**src/rtl/ptt_pkg.sv**
```systemverilog
package ptt_pkg;

  // Sizes
  localparam int TIMER_SLOTS_DEF = 16;
  localparam int RESULT_LIMIT    = 16;
  localparam int LIM_W           = $clog2(RESULT_LIMIT + 1);
  localparam int MODE_W          = 3;
  localparam int ID_W            = 16;
  localparam int VAL_W           = 24;
  localparam int KIND_W          = 2;
  localparam int STAT_W          = 2;

  // Command codes
  localparam logic [MODE_W-1:0] MODE_ADD    = 3'd0;
  localparam logic [MODE_W-1:0] MODE_RELOAD = 3'd1;
  localparam logic [MODE_W-1:0] MODE_MODIFY = 3'd2;
  localparam logic [MODE_W-1:0] MODE_REMOVE = 3'd3;
  localparam logic [MODE_W-1:0] MODE_CLEAR  = 3'd4;
  localparam logic [MODE_W-1:0] MODE_TICK   = 3'd5;

  // Result kinds
  localparam logic [KIND_W-1:0] KIND_ANSWER  = 2'd0;
  localparam logic [KIND_W-1:0] KIND_EXPIRED = 2'd1;
  localparam logic [KIND_W-1:0] KIND_QUIET   = 2'd2;

  // Status codes
  localparam logic [STAT_W-1:0] STAT_OK    = 2'd0;
  localparam logic [STAT_W-1:0] STAT_FULL  = 2'd1;
  localparam logic [STAT_W-1:0] STAT_EMPTY = 2'd2;
  localparam logic [STAT_W-1:0] STAT_NONE  = 2'd3;

  // One table entry
  typedef struct packed {
    logic [ID_W-1:0]  ident;
    logic [VAL_W-1:0] period;
    logic [VAL_W-1:0] remaining;
  } entry_t;

  typedef enum logic [2:0] {
    S_IDLE,
    S_ADD,
    S_CLEAR,
    S_WALK,
    S_SHIFT,
    S_FINISH
  } state_t;

  typedef enum logic [2:0] {
    WR_NONE,
    WR_ADD,
    WR_TICK,
    WR_RELOAD,
    WR_MODIFY,
    WR_SHIFT
  } wr_op_t;

  typedef enum logic [1:0] {
    ID_ZERO,
    ID_NEXT,
    ID_PEND
  } id_sel_t;

  // Controller to datapath
  typedef struct packed {
    logic                load;
    logic                step;
    wr_op_t              wr_op;
    logic                capture;
    logic                used_inc;
    logic                used_dec;
    logic                used_clr;
    logic                ident_inc;
    logic                emit;
    logic [KIND_W-1:0]   kind;
    logic [STAT_W-1:0]   status;
    id_sel_t             id_sel;
    logic                last;
  } dp_cmd_t;

  // Datapath to controller
  typedef struct packed {
    logic cur_valid;
    logic more;
    logic match;
    logic expire;
    logic cap_ok;
    logic pend_valid;
    logic full;
    logic empty;
    logic out_free;
  } dp_stat_t;

endpackage

```
**src/rtl/ptt_dpath.sv**
```systemverilog
module ptt_dpath import ptt_pkg::*; #(
  parameter int TIMER_SLOTS = TIMER_SLOTS_DEF
) (
  input  logic               clk,
  input  logic               rst,
  input  dp_cmd_t            cmd,
  output dp_stat_t           st,
  input  logic [ID_W-1:0]    sel_id,
  input  logic [VAL_W-1:0]   period,
  output logic               out_valid,
  input  logic               out_stall,
  output logic [KIND_W-1:0]  kind,
  output logic [STAT_W-1:0]  status,
  output logic [ID_W-1:0]    result_id,
  output logic               last
);

  localparam int IDX_W = (TIMER_SLOTS > 1) ? $clog2(TIMER_SLOTS) : 1;
  localparam int CNT_W = $clog2(TIMER_SLOTS + 1);

  // Table memory, one read and one write port
  entry_t mem [TIMER_SLOTS];
  entry_t rdata;
  entry_t wdata;
  logic [IDX_W-1:0] waddr;
  logic             we;

  logic [ID_W-1:0]  id_q;
  logic [VAL_W-1:0] per_q;
  logic [CNT_W-1:0] used_count;
  logic [ID_W-1:0]  next_ident;
  logic [CNT_W-1:0] rd_ptr;
  logic [IDX_W-1:0] cur;
  logic             cur_valid;
  logic             pend_valid;
  logic [ID_W-1:0]  pend_id;
  logic [LIM_W-1:0] cnt;
  logic             more;
  logic             out_free;
  logic [VAL_W-1:0] rem_dec;
  logic [VAL_W-1:0] rem_clamp;
  logic             expire;

  assign more      = rd_ptr < used_count;
  assign out_free  = !out_valid || !out_stall;
  assign expire    = rdata.remaining <= VAL_W'(1);
  assign rem_dec   = rdata.remaining - VAL_W'(1);
  assign rem_clamp = (rdata.remaining > per_q) ? per_q : rdata.remaining;

  // Status toward the controller
  always_comb begin
    st.cur_valid  = cur_valid;
    st.more       = more;
    st.match      = rdata.ident == id_q;
    st.expire     = expire;
    st.cap_ok     = cnt < LIM_W'(RESULT_LIMIT);
    st.pend_valid = pend_valid;
    st.full       = used_count == CNT_W'(TIMER_SLOTS);
    st.empty      = used_count == '0;
    st.out_free   = out_free;
  end

  // Select write address and data
  always_comb begin
    we    = 1'b1;
    waddr = cur;
    wdata = rdata;
    case (cmd.wr_op)
      WR_ADD: begin
        waddr = used_count[IDX_W-1:0];
        wdata = '{ident: next_ident, period: per_q, remaining: per_q};
      end
      WR_TICK: begin
        wdata.remaining = expire ? rdata.period : rem_dec;
      end
      WR_RELOAD: begin
        wdata.remaining = rdata.period;
      end
      WR_MODIFY: begin
        wdata.period    = per_q;
        wdata.remaining = rem_clamp;
      end
      WR_SHIFT: begin
        waddr = cur - IDX_W'(1);
      end
      default: begin
        we = 1'b0;
      end
    endcase
  end

  // Write the table; fetch the next entry on each step
  always_ff @(posedge clk) begin
    if (we) begin
      mem[waddr] <= wdata;
    end
    if (cmd.step && more) begin
      rdata <= mem[rd_ptr[IDX_W-1:0]];
    end
  end

  // Hold command operands
  always_ff @(posedge clk) begin
    if (cmd.load) begin
      id_q  <= sel_id;
      per_q <= period;
    end
    if (cmd.step && more) begin
      cur <= rd_ptr[IDX_W-1:0];
    end
    if (cmd.capture) begin
      pend_id <= rdata.ident;
    end
  end

  // Walk pointers, pending expiry, table count, id counter
  always_ff @(posedge clk) begin
    if (rst) begin
      rd_ptr     <= '0;
      cur_valid  <= 1'b0;
      pend_valid <= 1'b0;
      cnt        <= '0;
      used_count <= '0;
      next_ident <= '0;
    end else begin
      if (cmd.load) begin
        rd_ptr     <= '0;
        cur_valid  <= 1'b0;
        pend_valid <= 1'b0;
        cnt        <= '0;
      end else begin
        if (cmd.step) begin
          if (more) begin
            rd_ptr    <= rd_ptr + CNT_W'(1);
            cur_valid <= 1'b1;
          end else begin
            cur_valid <= 1'b0;
          end
        end
        if (cmd.capture) begin
          pend_valid <= 1'b1;
          cnt        <= cnt + LIM_W'(1);
        end
      end
      if (cmd.used_clr) begin
        used_count <= '0;
      end else if (cmd.used_inc) begin
        used_count <= used_count + CNT_W'(1);
      end else if (cmd.used_dec) begin
        used_count <= used_count - CNT_W'(1);
      end
      if (cmd.ident_inc) begin
        next_ident <= next_ident + ID_W'(1);
      end
    end
  end

  // Output word register
  always_ff @(posedge clk) begin
    if (rst) begin
      out_valid <= 1'b0;
    end else if (cmd.emit) begin
      out_valid <= 1'b1;
    end else if (!out_stall) begin
      out_valid <= 1'b0;
    end
  end

  always_ff @(posedge clk) begin
    if (cmd.emit) begin
      kind   <= cmd.kind;
      status <= cmd.status;
      last   <= cmd.last;
      case (cmd.id_sel)
        ID_NEXT: result_id <= next_ident;
        ID_PEND: result_id <= pend_id;
        default: result_id <= '0;
      endcase
    end
  end

endmodule

```
**src/rtl/ptt_ctrl.sv**
```systemverilog
module ptt_ctrl import ptt_pkg::*; (
  input  logic              clk,
  input  logic              rst,
  input  logic              in_valid,
  output logic              in_stall,
  input  logic [MODE_W-1:0] mode,
  input  dp_stat_t          st,
  output dp_cmd_t           cmd
);

  state_t            state;
  state_t            state_next;
  logic [MODE_W-1:0] op;
  logic              found;
  logic              hit;

  assign in_stall = state != S_IDLE;
  assign hit = (state == S_WALK) && st.cur_valid && st.match &&
               (op == MODE_RELOAD || op == MODE_MODIFY);

  // State, command code and match flag
  always_ff @(posedge clk) begin
    if (rst) begin
      state <= S_IDLE;
      op    <= MODE_ADD;
      found <= 1'b0;
    end else begin
      state <= state_next;
      if (state == S_IDLE && in_valid) begin
        op    <= mode;
        found <= 1'b0;
      end else if (hit) begin
        found <= 1'b1;
      end
    end
  end

  // Next state
  always_comb begin
    state_next = state;
    unique case (state)
      S_IDLE: begin
        if (in_valid) begin
          case (mode) inside
            MODE_ADD:   state_next = S_ADD;
            MODE_CLEAR: state_next = S_CLEAR;
            MODE_RELOAD, MODE_MODIFY, MODE_REMOVE, MODE_TICK: state_next = S_WALK;
            default:    state_next = S_IDLE;
          endcase
        end
      end
      S_ADD, S_CLEAR, S_FINISH: begin
        if (st.out_free) state_next = S_IDLE;
      end
      S_WALK: begin
        if (!st.cur_valid) begin
          if (!st.more) state_next = S_FINISH;
        end else if (hit) begin
          state_next = S_FINISH;
        end else if (op == MODE_REMOVE && st.match) begin
          state_next = S_SHIFT;
        end
      end
      S_SHIFT: begin
        if (!st.cur_valid) state_next = S_FINISH;
      end
      default: state_next = S_IDLE;
    endcase
  end

  // Commands to the datapath
  always_comb begin
    cmd        = '0;
    cmd.kind   = KIND_ANSWER;
    cmd.status = STAT_OK;
    cmd.id_sel = ID_ZERO;
    cmd.last   = 1'b1;
    unique case (state)
      S_IDLE: begin
        cmd.load = in_valid;
      end
      S_ADD: begin
        if (st.out_free) begin
          cmd.emit = 1'b1;
          if (st.full) begin
            cmd.status = STAT_FULL;
          end else begin
            cmd.id_sel    = ID_NEXT;
            cmd.wr_op     = WR_ADD;
            cmd.used_inc  = 1'b1;
            cmd.ident_inc = 1'b1;
          end
        end
      end
      S_CLEAR: begin
        if (st.out_free) begin
          cmd.emit     = 1'b1;
          cmd.used_clr = 1'b1;
        end
      end
      S_WALK: begin
        if (!st.cur_valid) begin
          cmd.step = st.more;
        end else begin
          case (op)
            MODE_TICK: begin
              if (st.expire && st.cap_ok && st.pend_valid) begin
                // flush the earlier expiry before taking this one
                if (st.out_free) begin
                  cmd.emit    = 1'b1;
                  cmd.kind    = KIND_EXPIRED;
                  cmd.id_sel  = ID_PEND;
                  cmd.last    = 1'b0;
                  cmd.capture = 1'b1;
                  cmd.wr_op   = WR_TICK;
                  cmd.step    = 1'b1;
                end
              end else begin
                cmd.capture = st.expire && st.cap_ok;
                cmd.wr_op   = WR_TICK;
                cmd.step    = 1'b1;
              end
            end
            MODE_RELOAD: begin
              if (st.match) cmd.wr_op = WR_RELOAD;
              else          cmd.step  = 1'b1;
            end
            MODE_MODIFY: begin
              if (st.match) cmd.wr_op = WR_MODIFY;
              else          cmd.step  = 1'b1;
            end
            default: begin
              cmd.step = 1'b1;
            end
          endcase
        end
      end
      S_SHIFT: begin
        if (st.cur_valid) begin
          cmd.wr_op = WR_SHIFT;
          cmd.step  = 1'b1;
        end else begin
          cmd.used_dec = 1'b1;
        end
      end
      S_FINISH: begin
        if (st.out_free) begin
          cmd.emit = 1'b1;
          case (op) inside
            MODE_TICK: begin
              if (st.pend_valid) begin
                cmd.kind   = KIND_EXPIRED;
                cmd.id_sel = ID_PEND;
              end else begin
                cmd.kind   = KIND_QUIET;
              end
            end
            MODE_RELOAD, MODE_MODIFY: begin
              if (st.empty)      cmd.status = STAT_EMPTY;
              else if (!found)   cmd.status = STAT_NONE;
            end
            default: begin
              cmd.status = STAT_OK;
            end
          endcase
        end
      end
      default: begin
        cmd.load = 1'b0;
      end
    endcase
  end

endmodule

```
**src/rtl/periodic_timer_table.sv**
```systemverilog
// Channel  Valid      Stall      Word
// input    in_valid   in_stall   mode, sel_id, period
// output   out_valid  out_stall  kind, status, result_id, last
//
// Add and clear end once the output register is free for their answer. Reload,
// modify, remove and tick walk the table through its memory, which has one
// read and one write port, one slot per cycle while no earlier expiry waits on
// out_stall, and end once the output register is free for their finished word.
// Reset (rst, synchronous) empties the table and zeroes the id counter.
// in_stall is high whenever a command is in progress.
module periodic_timer_table import ptt_pkg::*; #(
  parameter int TIMER_SLOTS = TIMER_SLOTS_DEF
) (
  input  logic               clk,
  input  logic               rst,
  input  logic               in_valid,
  output logic               in_stall,
  input  logic [MODE_W-1:0]  mode,
  input  logic [ID_W-1:0]    sel_id,
  input  logic [VAL_W-1:0]   period,
  output logic               out_valid,
  input  logic               out_stall,
  output logic [KIND_W-1:0]  kind,
  output logic [STAT_W-1:0]  status,
  output logic [ID_W-1:0]    result_id,
  output logic               last
);

  dp_cmd_t  cmd;
  dp_stat_t st;

  ptt_ctrl u_ctrl (
    .clk      (clk),
    .rst      (rst),
    .in_valid (in_valid),
    .in_stall (in_stall),
    .mode     (mode),
    .st       (st),
    .cmd      (cmd)
  );

  ptt_dpath #(
    .TIMER_SLOTS (TIMER_SLOTS)
  ) u_dpath (
    .clk       (clk),
    .rst       (rst),
    .cmd       (cmd),
    .st        (st),
    .sel_id    (sel_id),
    .period    (period),
    .out_valid (out_valid),
    .out_stall (out_stall),
    .kind      (kind),
    .status    (status),
    .result_id (result_id),
    .last      (last)
  );

endmodule
```
**config.mk**
```make
export PLATFORM = sky130hd
export DESIGN_NAME = periodic_timer_table
export DESIGN_NICKNAME = d
export VERILOG_FILES = /design/src/rtl/ptt_pkg.sv /design/src/rtl/ptt_dpath.sv /design/src/rtl/ptt_ctrl.sv /design/src/rtl/periodic_timer_table.sv
export SDC_FILE = /design/constraint.sdc
export NUM_CORES = 1
export LEC_CHECK = 0
export BUFFER_PORTS_ARGS = -buffer_cell sky130_fd_sc_hd__buf_4
export CAP_MARGIN = 20
export CORE_AREA = 2 2 348 350
export DETAILED_ROUTE_END_ITERATION = 12
export DIE_AREA = 0 0 350 352
export PLACE_DENSITY_LB_ADDON = 0.05
export SETUP_SLACK_MARGIN = 0.5
export SLEW_MARGIN = 20
export SYNTH_ARGS = -nofsm -noshare
export SYNTH_HDL_FRONTEND = slang
export SYNTH_SLANG_ARGS = --single-unit
```
**constraint.sdc**
```tcl
create_clock -name clk -period 6.5 [get_ports clk]
set_clock_uncertainty 0.05 [all_clocks]
set_input_delay 0 -clock clk [delete_from_list [all_inputs] [get_ports clk]]
set_output_delay 0 -clock clk [all_outputs]
set_load 0.02 [all_outputs]
```
==> results.sh <==
export IMPL_p_comb_frac=0.105
export IMPL_hpwl_um=65560
export IMPL_leakage_nw=17.42
export IMPL_hp_start="in_valid"
export IMPL_ir_drop_v=0.0002442
export IMPL_async_reset_ff_frac=0
export IMPL_hp_class="in2reg"
export IMPL_syn_num_nets=2377
export IMPL_fp_row_count=127
export IMPL_dr_pass1_iters=5
export IMPL_htree_levels=4
export IMPL_die_h_um=352
export IMPL_yosys_area_top_type="edfxtp_1"
export IMPL_netlist_top_cells_count="1169 x edfxtp_1, 320 x mux4_2, 124 x nand2_1"
export IMPL_root_buffer="clkbuf_16"
export IMPL_numCtsBuffers=136
export IMPL_yosysSeqAreaShare=0.7553
export IMPL_grt_usage=0.2022
export IMPL_r2r_cells=10
export IMPL_synth_edff_count=1169
export IMPL_synth_flop_cell="edfxtp_1"
export IMPL_drt_iter0_markers=2288
export IMPL_synth_top_area_frac=0.7381
export IMPL_initial_core_util=0.3986
export IMPL_total_power_w=0.01898
export IMPL_vias_per_cell=5.540
export IMPL_core_um2=119300
export IMPL_clock_sinks=1210
export IMPL_finish_utilization=0.4667
export IMPL_rsz0062_at_grt="false"
export IMPL_finalWeightedCongestion=0.7857
export IMPL_ios=70
export IMPL_yosysMostFrequentCell="edfxtp_1"
export IMPL_synth_area_um2=47560
export IMPL_cp_start_kind="register"
export IMPL_instances_no_fill=4263
export IMPL_grt_pass1_wl_um=177200
export IMPL_grt_max_degree=138
export IMPL_final_area_um2=55700
export IMPL_power_density_nw_per_um2=340.8
export IMPL_grt_pass1_vias=24720
export IMPL_dp_cells=3935
export IMPL_crit_path_max_fanout=38
export IMPL_reg2reg_to="u_dpath.mem[12][40]$_DFFE_PP_"
export IMPL_drtAntennaViolNets=0
export IMPL_setup_worst_path_class="reg2reg"
export IMPL_ys_types=59
export IMPL_worst_slew_pin_transition_ps=1119
export IMPL_yosysWarnings=0
export IMPL_cp_arrival_ps=5400
export IMPL_fillers=10010
export IMPL_clock_path_buffers=3
export IMPL_vias=23620
export IMPL_r2r_slack_ps=1400
export IMPL_drive_above_1_share=0.2565
export IMPL_overflow=0
export IMPL_rr_startpoint="u_dpath.used_count[0]$_SDFFE_PP0P_"
export IMPL_postCtsSetupBuffers=0
export IMPL_status="complete, no violations"
export IMPL_clk_transition_reported_paths_ps=60
export IMPL_nNetsFinal=2636
export IMPL_maxSlewViolCount=0
export IMPL_whs_path_depth=2
export IMPL_cts_tree="yes"
export IMPL_dpl_instance_area_um2=50530
export IMPL_antenna_found_initial=4
export IMPL_worstHoldEndpoint="u_dpath.per_q[5]$_DFFE_PP_"
export IMPL_endpoint_kind="register"
export IMPL_seqPwrFrac=0.503
export IMPL_drc=0
export IMPL_hold_violations=0
export IMPL_synth_area_top_cells="edfxtp_1 74%, mux4_2 15%, dfxtp_1 1.7%"
export IMPL_avgSynthCellArea_um2=20.77
export IMPL_synthesis_instances=2290
export IMPL_critPathRequiredTime_ps=6800
export IMPL_tns_ps=0
export IMPL_wl_per_cell_um=28.80
export IMPL_io_buffer_count=69
export IMPL_fmax_mhz=196.1
export IMPL_max_slew_margin=0.2539
export IMPL_area_growth_pct=17.11
export IMPL_clkPwrFrac=0.392
export IMPL_switchingPower_w=0.004580
export IMPL_intPower_w=0.01440
export IMPL_fp_dieW_um=350
export IMPL_fin_crit_ps=5100
export IMPL_dieArea_um2=123200
export IMPL_finalCritPeriodShare=0.7847
export IMPL_switching_share=0.2413
export IMPL_setup_viol=0
export IMPL_drv_cap=0
export IMPL_synth_seq_cells=1210
export IMPL_routed_wl_um=122800
export IMPL_antenna_cells=0
export IMPL_clk_latency_ps=740
==> cells by family (layout without fill, tap and decap cells) <==
group	after synthesis	count (layout)	share of synthesized area
AO/OA/AOI/OAI	178	178	0.02639
XOR/XNOR	56	56	0.01031
adder cells (fa/ha/maj)	40	40	0.01068
buffers and inverters	147	508	0.01231
flip-flops	1210	1210	0.7553
multiplexers	330	330	0.1537
AND/OR/NAND/NOR	329	329	0.03133
==> layer usage <==
metal / track usage / part of all wire / up-vias / wire, um
li1: - / - / 10010 / -
met1: 0.2954 / 0.46 / 12760 / 56350
met2: 0.3152 / 0.47 / 667 / 58040
met3: 0.03443 / 0.048 / 176 / 5946
met4: 0.05276 / 0.020 / 0 / 2439
met5: 0 / 0 / - / 0
==> through the flow <==
| step | setup WS, ps | hold WS (ps) |
|---|---|---|
| after floorplan | -574.8 | 48.87 |
| after global placement | 1568 | 128.8 |
| after detailed placement | 1426 | 129.8 |
| after CTS | 1399 | 14.78 |
| after global routing | 1168 | 27.83 |
| final | 1400 | 41.40 |
==> area by class of cell <==
class,instances,area [um^2],area share
clock buffers,172,3591,0.06447
clock inverters,68,698.2,0.01253
inverters,39,146.4,0.002628
multi-input cells,933,11220,0.2014
flip-flops and latches,1210,35940,0.6453
well taps,1612,2017,0.03621
repair buffers,229,2090,0.03751
==> power by group through the flow <==
stage	Sequential (W)	Combinational, W	Clock (W)
after global placement	0.00969	0.00192	0
after CTS	0.00955	0.00203	0.00763
final	0.00955	0.00199	0.00744
after floorplan	0.00971	0.00109	0
after global routing	0.00957	0.00217	0.00792
after detailed placement	0.00971	0.00198	0
==> worst max-delay path, stage by stage, from the launching register on <==
cell and delay (ps):
dfxtp_1 380, nor4_1 760, a2111oi_2 160, buf_4 300
nor2_1 370, o21ai_0 150, o211a_1 240, nand3b_1 440
nor2_4 640, buf_4 440, buf_4 760
==> how the worst max path moves through the flow <==
stage	startpoint	to	slack, ps
2_1_floorplan	u_dpath.out_valid$_SDFFE_PP0P_	u_dpath.mem[8][0]$_DFFE_PP_	-570
3_5_place_dp	u_dpath.used_count[0]$_SDFFE_PP0P_	u_dpath.mem[12][39]$_DFFE_PP_	1430
6_report	u_dpath.used_count[0]$_SDFFE_PP0P_	u_dpath.mem[12][40]$_DFFE_PP_	1400
4_1_cts	u_dpath.used_count[0]$_SDFFE_PP0P_	u_dpath.mem[12][45]$_DFFE_PP_	1400
3_3_place_gp	u_dpath.used_count[0]$_SDFFE_PP0P_	u_dpath.mem[12][39]$_DFFE_PP_	1570
5_1_grt	u_dpath.used_count[0]$_SDFFE_PP0P_	u_dpath.mem[12][46]$_DFFE_PP_	1170
==> sequential cells by signal, indices dropped and copies added (netlist names), 2 cells and up <==
name / count
u_dpath.mem: 1024
u_dpath.rdata: 64
u_dpath.per_q: 24
u_dpath.id_q: 16
u_dpath.next_ident: 16
u_dpath.pend_id: 16
u_dpath.result_id: 16
u_dpath.cnt: 5
u_dpath.rd_ptr: 5
u_dpath.used_count: 5
u_dpath.cur: 4
u_ctrl.op: 3
u_ctrl.state: 3
u_dpath.kind: 2
u_dpath.status: 2
==> layout by cell type, fill, tap and decap left out, types with 7 or more instances in the layout <==
master         synthesis  layout
a221o_1               22      22
xnor2_1               21      21
inv_1                 39      39
xor2_1                35      35
nor4_1                15      12
dfxtp_1               41      37
a21o_1                21      21
or3_1                  9       9
nand3b_1               7       7
clkinv_1               0      26
dlygate4sd3_1          0      88
a22oi_1               16      16
nand3_1               13      13
o21ai_0               41      35
a21oi_1               36      36
buf_4                  2     129
nand2_1              124     124
nor2_4                 0      12
nor2_1               101      89
mux2i_1                9       9
mux4_2               320     320
inv_6                  0       7
nand4_1               12      12
nor3_1                19      15
bufinv_16              0      13
buf_12                 0      12
and3_1                 7       7
edfxtp_1            1169    1169
clkinv_2               0      17
ha_1                  39      39
clkbuf_16              0     138
clkbuf_1              73      33
==> timing repair <==
action                                  4_1_cts  5_1_grt
hold buffers                                 88        0
endpoints found under the setup margin        0        0
hold endpoints to repair                     85        0
gates resized for setup                       0        0
Power figures use the tool's default switching activity.
